[src/hw/rtl/cm3a_pkg.sv]
package cm3a_pkg;

    // Operation codes carried by the ninth word of a run
    localparam logic [2:0] OP_ADD   = 3'd0;
    localparam logic [2:0] OP_SUB   = 3'd1;
    localparam logic [2:0] OP_MUL   = 3'd2;
    localparam logic [2:0] OP_CONJ  = 3'd3;
    localparam logic [2:0] OP_TRACE = 3'd4;
    localparam logic [2:0] OP_DET   = 3'd5;
    localparam logic [2:0] OP_SCALE = 3'd6;
    localparam logic [2:0] OP_BAD   = 3'd7;  // unused code: run is dropped

    localparam int PORT_BITS = 32;
    localparam int IDX_BITS  = 4;

    typedef struct packed {
        logic [2:0]                  opcode;
        logic signed [PORT_BITS-1:0] a_re;
        logic signed [PORT_BITS-1:0] a_im;
        logic signed [PORT_BITS-1:0] b_re;
        logic signed [PORT_BITS-1:0] b_im;
        logic signed [PORT_BITS-1:0] s_re;
        logic signed [PORT_BITS-1:0] s_im;
    } t_in_word;

    typedef struct packed {
        logic signed [PORT_BITS-1:0] res_re;
        logic signed [PORT_BITS-1:0] res_im;
        logic                        last;
        logic                        saturated;
    } t_out_word;

    // One complex matrix element as stored
    typedef struct packed {
        logic [PORT_BITS-1:0] re;
        logic [PORT_BITS-1:0] im;
    } t_cval;

    // Job handed from the loader to the compute engine
    typedef struct packed {
        logic [2:0]           op;
        logic [PORT_BITS-1:0] s_re;
        logic [PORT_BITS-1:0] s_im;
        logic                 bank;
    } t_job;

    // Element read request from the engine to the stores
    typedef struct packed {
        logic                bank;
        logic [IDX_BITS-1:0] a_idx;
        logic [IDX_BITS-1:0] b_idx;
    } t_rd_req;

    // Element indexes {i, j, k} of the six determinant terms; terms 3..5 subtract
    function automatic logic [3*IDX_BITS-1:0] det_tri(input logic [2:0] n);
        logic [3*IDX_BITS-1:0] t;
        case (n)
            3'd0:    t = {4'd0, 4'd4, 4'd8};
            3'd1:    t = {4'd1, 4'd5, 4'd6};
            3'd2:    t = {4'd2, 4'd3, 4'd7};
            3'd3:    t = {4'd2, 4'd4, 4'd6};
            3'd4:    t = {4'd1, 4'd3, 4'd8};
            3'd5:    t = {4'd0, 4'd5, 4'd7};
            default: t = '0;
        endcase
        return t;
    endfunction

endpackage

[src/hw/rtl/cm3a_queue.sv]
module cm3a_queue import cm3a_pkg::*; (
    input  logic i_clk,
    input  logic i_rst_n,
    input  logic i_push,
    input  t_job i_job,
    output logic o_full,
    output logic o_valid,
    output t_job o_head,
    input  logic i_pop
);

    // Two-entry job queue
    t_job       r_mem [0:1];
    logic       r_wp;
    logic       r_rp;
    logic [1:0] r_cnt;
    logic       do_pop;

    assign o_full  = (r_cnt == 2'd2);
    assign o_valid = (r_cnt != 2'd0);
    assign o_head  = r_mem[r_rp];
    assign do_pop  = i_pop && o_valid;

    always_ff @(posedge i_clk) begin
        if (!i_rst_n) begin
            r_wp  <= 1'b0;
            r_rp  <= 1'b0;
            r_cnt <= 2'd0;
        end else begin
            if (i_push) begin
                r_wp <= !r_wp;
            end
            if (do_pop) begin
                r_rp <= !r_rp;
            end
            r_cnt <= r_cnt + 2'(i_push) - 2'(do_pop);
        end
    end

    always_ff @(posedge i_clk) begin
        if (i_push) begin
            r_mem[r_wp] <= i_job;
        end
    end

endmodule

[config.mk]
export PLATFORM = sky130hd
export DESIGN_NAME = cm3a_queue
export DESIGN_NICKNAME = d
export VERILOG_FILES = /design/src/hw/rtl/cm3a_pkg.sv /design/src/hw/rtl/cm3a_queue.sv
export SDC_FILE = /design/constraint.sdc
export NUM_CORES = 1
export LEC_CHECK = 0
export BUFFER_PORTS_ARGS = -buffer_cell sky130_fd_sc_hd__buf_2
export CORE_UTILIZATION = 40
export DETAILED_ROUTE_END_ITERATION = 8
export GPL_TIMING_DRIVEN = 0
export MAX_ROUTING_LAYER = met4
export SETUP_SLACK_MARGIN = 0.02
export SLEW_MARGIN = 20
export SYNTH_ARGS = -nofsm -noshare
export SYNTH_HDL_FRONTEND = slang
export SYNTH_SLANG_ARGS = --single-unit
export TNS_END_PERCENT = 20
[constraint.sdc]
create_clock -name i_clk -period 6.7 [get_ports i_clk]
set_input_delay 0 -clock i_clk [delete_from_list [all_inputs] [get_ports i_clk]]
set_output_delay 0 -clock i_clk [all_outputs]
set_load 0.05 [all_outputs]
Yosys cells after proc, flatten, opt, wreduce, memory -nomap -nowiden

Memory sizes are Yosys's and may differ from the RTL's. A register that Yosys moved wholly into a read port is not among the register bits.
Index checks and enable logic that the tools add are counted.
Widths: inputs -> output; s select.

Add/subtract/negate cells: 2
Equality and inequality tests: 1
Mux-type cells: 4
Reduce and logical (&&, ||, !) cells: 4

Operator list:

| kind               | number |
|---|---|
| $mux 1             | 4 |
| $add 2x1->2        | 1 |
| $eq 2x2->1 const B | 1 |
| $logic_not 1->1    | 2 |
| $reduce_bool 2->1  | 1 |
| $sub 2x1->2        | 1 |
| $logic_and 1x1->1  | 1 |

Register bits: 4
Bits in writable memories: 136
Bits of input ports: 72
Output and inout bits: 70
Logic and storage cells: 15
Memories: 1

Memory list:

| memory | depth | bits a word | rd ports | clocked after memory_dff | wr ports | RTL line         | RTL |
|---|---|---|---|---|---|---|---|
| r_mem  | 2     | 68          | 1        | 1                        | 1        | cm3a_queue.sv:13 | `t_job r_mem [0:1];` |

Depth between registers and ports, before layout

Word-level depth: 4
Depth in mapped cells: 6
Gate-level depth less buffers: 6

Worst setup path after synthesis

OpenSTA, ideal clock, no wires.

Kind: register -> register
Start point: reg r_wp
End point: mem r_mem[0][0] (netlist name) (enable)
Setup time: 0.503 ns
Data arrival time: 3.348 ns
Data required time: 6.197 ns
Slack: 2.849 ns
Stages on the path, launching flop included: 2
Path buffers: 0
Period minus slack after synthesis: 3.851 ns
Cells stage by stage: dfxtp_1 -> nor2b_1

RTL lines:

| element                  | RTL line         | RTL |
|---|---|---|
| start: declaration       | cm3a_queue.sv:14 | `logic r_wp;` |
| start signal: assignment | cm3a_queue.sv:31 | `r_wp <= !r_wp;` |
| end: declaration         | cm3a_queue.sv:13 |  |

No word-level cell before the write port.

Final worst setup path

Start point: reg r_cnt[1]
End point: reg r_cnt[0]

Cells in the longest elaborated chain, start to end: 3

RTL lines:

| element                  | RTL line         | RTL |
|---|---|---|
| start: declaration       | cm3a_queue.sv:16 | `logic [1:0] r_cnt;` |
| start signal: assignment | cm3a_queue.sv:36 | `r_cnt <= r_cnt + 2'(i_push) - 2'(do_pop);` |
| $reduce_bool 2->1        | cm3a_queue.sv:20 | `assign o_valid = (r_cnt != 2'd0);` |
| $logic_and 1x1->1        | cm3a_queue.sv:22 | `assign do_pop = i_pop && o_valid;` |
| net do_pop               | cm3a_queue.sv:17 | `logic do_pop;` |
| $sub 2x1->2              | cm3a_queue.sv:36 |  |

The timed path passes the listed nets, and every way through them passes these cells.
A chain may end at the register's enable or synchronous reset.

==> reports/metrics.yaml <==
floorplanning:
  fp.dieH_um: 116
  dieArea_um2: 13600
  num_io_pins: 142
  rows: 41
  start_util: 0.412
  placeableCoreArea_um2: 12700
  die_w_um: 116
synth:
  yosys_warnings: 0
  synth_top_area_share: 0.779
  synth-seq-cells: 141
  synthTopCellsByArea: "edfxtp_1, mux2_2, mux2_4"
  synthCells: 235
  yosysSeqAreaShare: 0.798
  synth_nets: 309
  synth_area_um2: 5240
  synthDistinctLibCells: 17
  syn_avg_cell_area_um2: 22.3
  post-synth-top-area-cell: "edfxtp_1"
timing:
  timing.fmax_ghz: 0.508
  fin_crit_ns: 1.97
  hold_violations: 0
  fin_tns_setup_ns: 0
  relSlewSlack: 0.520
  timing.final.crit_share: 0.294
  setup_viol: 0
  final_max_slew_viol_count: 0
  tightest_slew_ns: 0.719
  rsz0062_at_grt: "no"
  skew_ns: 0.00543
grt:
  grt_pass1_vias: 2957
  grt_usage: 0.154
  antenna_found_initial: 0
  grt_max_degree: 36
  grt_pass1_wl_um: 14300
  overflow: 0
hold_path:
  hold_path_class: "in -> reg"
  min_to: "r_mem[0][9]"
  holdCritStartpoint: "i_job[9]"
  hold_depth: 2
job:
  cap_viol_max_count: 0
final_layout:
  syn2layout_area_growth_pct: 46.4
  diodes: 0
  fin_nets: 545
  drive_gt1_frac: 0.521
  fin_area_um2: 7670
clock_tree:
  clock_sinks: 141
  cts_tree: "done"
  path_clk_slew_ns: 0.06
  root_buffer: "clkbuf_16"
  cts-buffers-inserted: 17
  cts.path.max_buffers: 2
  post_cts_buffers: 0
  h-tree-depth: 4
  clkLatencyLatePin_ns: 0.41
routing:
  route.detailed.drc: 0
  wl_per_cell_um: 14.6
  postRouteAntennaNets: 0
  routed_via_density: 4.45
  vias: 2919
  drt_iter0_drc: 186
  routed_wl_um: 9570
  dr.pass1.iters: 4
place:
  dp_hpwl_um: 5920
  routabilityCongestion: 0.701
  placed_cell_area_um2: 6270
  port_buffers: 141
worst_setup_path:
  crit_buf_inv: 2
  cp_data_required_time_ns: 7.00
  crit_type: "reg -> reg"
  cp_slowest_cell: "dlygate4sd3_1"
  r2r_slack_ns: 4.73
  crit_fanout: 4
  critPathTopFamily: "buffers and inverters"
  cp.arrival_ns: 2.27
  reg2reg_from: "r_cnt[1]"
  timing.rr.end: "r_cnt[0]"
  crit_path_end_kind: "flip-flop"
  r2r_cells: 6
  start_kind: "flip-flop"
  cp_common_cell: "ha_1"
  critPathMaxStageDelay_ns: 0.54
  crit_chain: "o21a_1, ha_1, inv_1, ha_1, and2_1, dlygate4sd3_1"
outcome:
  run_status: "finished clean"
power_and_ir_drop:
  irDropWorstVdd_v: 0.000270
  p_per_area_nw_per_um2: 376
  leakage_uw: 0.00299
==> flip-flops by register name, indices dropped and copies added, names as in the netlist, named ones only <==
register / count
r_cnt: 2
r_mem: 136
r_rp: 1
r_wp: 1
==> metal layers <==
metal	vias up	routed length, um	global-route usage
li1	1400	-	-
met2	99	4890	0.256
met3	16	560	0.0472
met4	0	171	0.0786
met1	1404	3950	0.165
met5	-	0	-
==> cells in the final DEF, fill, tap and decap left out <==
cell type        n
or2_2            1
and2_1           1
buf_6            2
o21a_1           2
dlygate4sd3_1   72
nor2b_4          1
clkbuf_16       17
mux2_4          20
nand2b_1         1
buf_8            2
mux2i_1          2
clkinv_1         3
xnor3_1          1
inv_1            2
buf_2          145
bufinv_16        7
buf_16           3
mux2_2          48
nand2_1          1
clkbuf_1         1
dfxtp_1          5
edfxtp_1       136
buf_12           1
and2_4           1
clkinv_2         2
ha_1             2
nor2b_1          3
clkinvlp_4       2
==> where the power goes <==
group | internal [uW] | switching, uW | leakage (uW)
logic | 278 | 505 | 0.00135
clock network | 729 | 332 | 0.000322
registers | 1030 | 16.9 | 0.00132
total | 2030 | 854 | 0.00299
==> cell usage after synthesis (all sizes together) <==
cell type and n:
nand2b 1, and2 2, edfxtp 136, o21a 2, ha 2, buf 8, dfxtp 5, nand2 1
xnor3 1, mux2i 2, mux2 68, nor2b 4, inv 2, or2 1
==> final cells by class <==
class	count	area (um^2)
tap	172	215
multi-input combinational	84	987
inverter	2	7.51
sequential	141	4180
clock buffer	18	429
buffer	8	72.6
timing repair buffer	217	1530
fill	985	5050
clock inverter	14	246
==> cells by family (layout without fill, tap and decap cells) <==
group	after synthesis	count (layout)	share of synthesized area
multiplexers	70	70	0.164
AND/OR/NAND/NOR	9	9	0.0103
adder cells (fa/ha/maj)	2	2	0.00477
flip-flops	141	141	0.798
XOR/XNOR	1	1	0.00430
buffers and inverters	10	259	0.0153
AO/OA/AOI/OAI	2	2	0.00286
==> worst reg2reg max path, stage by stage, from the launching register on <==
cell and delay, ns:
dfxtp_1 0.34, o21a_1 0.25, ha_1 0.28, inv_1 0.04
ha_1 0.25, and2_1 0.15, dlygate4sd3_1 0.54
==> metrics by stage <==
stage	instances	hold slack (ns)	total power (uW)	worst slack (ns)	utilization
finish	656	0.304	2890	4.73	0.603
global route	656	0.296	2990	4.65	0.603
CTS	656	0.284	2920	4.73	0.603
detailed placement	552	0.191	1810	5.02	0.493
global placement	548	0.187	1800	0.866	0.484
floorplan	235	0.0989	1650	2.85	-
==> worst max-delay path by stage <==
| stage | start | end | cells after the start |
|---|---|---|---|
| 2_1_floorplan | r_wp | r_mem[0][0] | 1 |
| 3_3_place_gp | r_wp | r_mem[0][2] | 1 |
| 3_5_place_dp | r_wp | r_mem[0][5] | 3 |
| 4_1_cts | r_cnt[1] | r_cnt[0] | 6 |
| 5_1_grt | r_cnt[1] | r_cnt[0] | 6 |
| 6_report | r_cnt[1] | r_cnt[0] | 6 |
==> what timing repair did <==
| item | 4_1_cts | 5_1_grt |
|---|---|---|
| hold endpoints to repair | 141 | 0 |
| resized for setup | 0 | 0 |
| hold buffers | 72 | 0 |
Note: power is estimated with default switching activity, not from simulation.
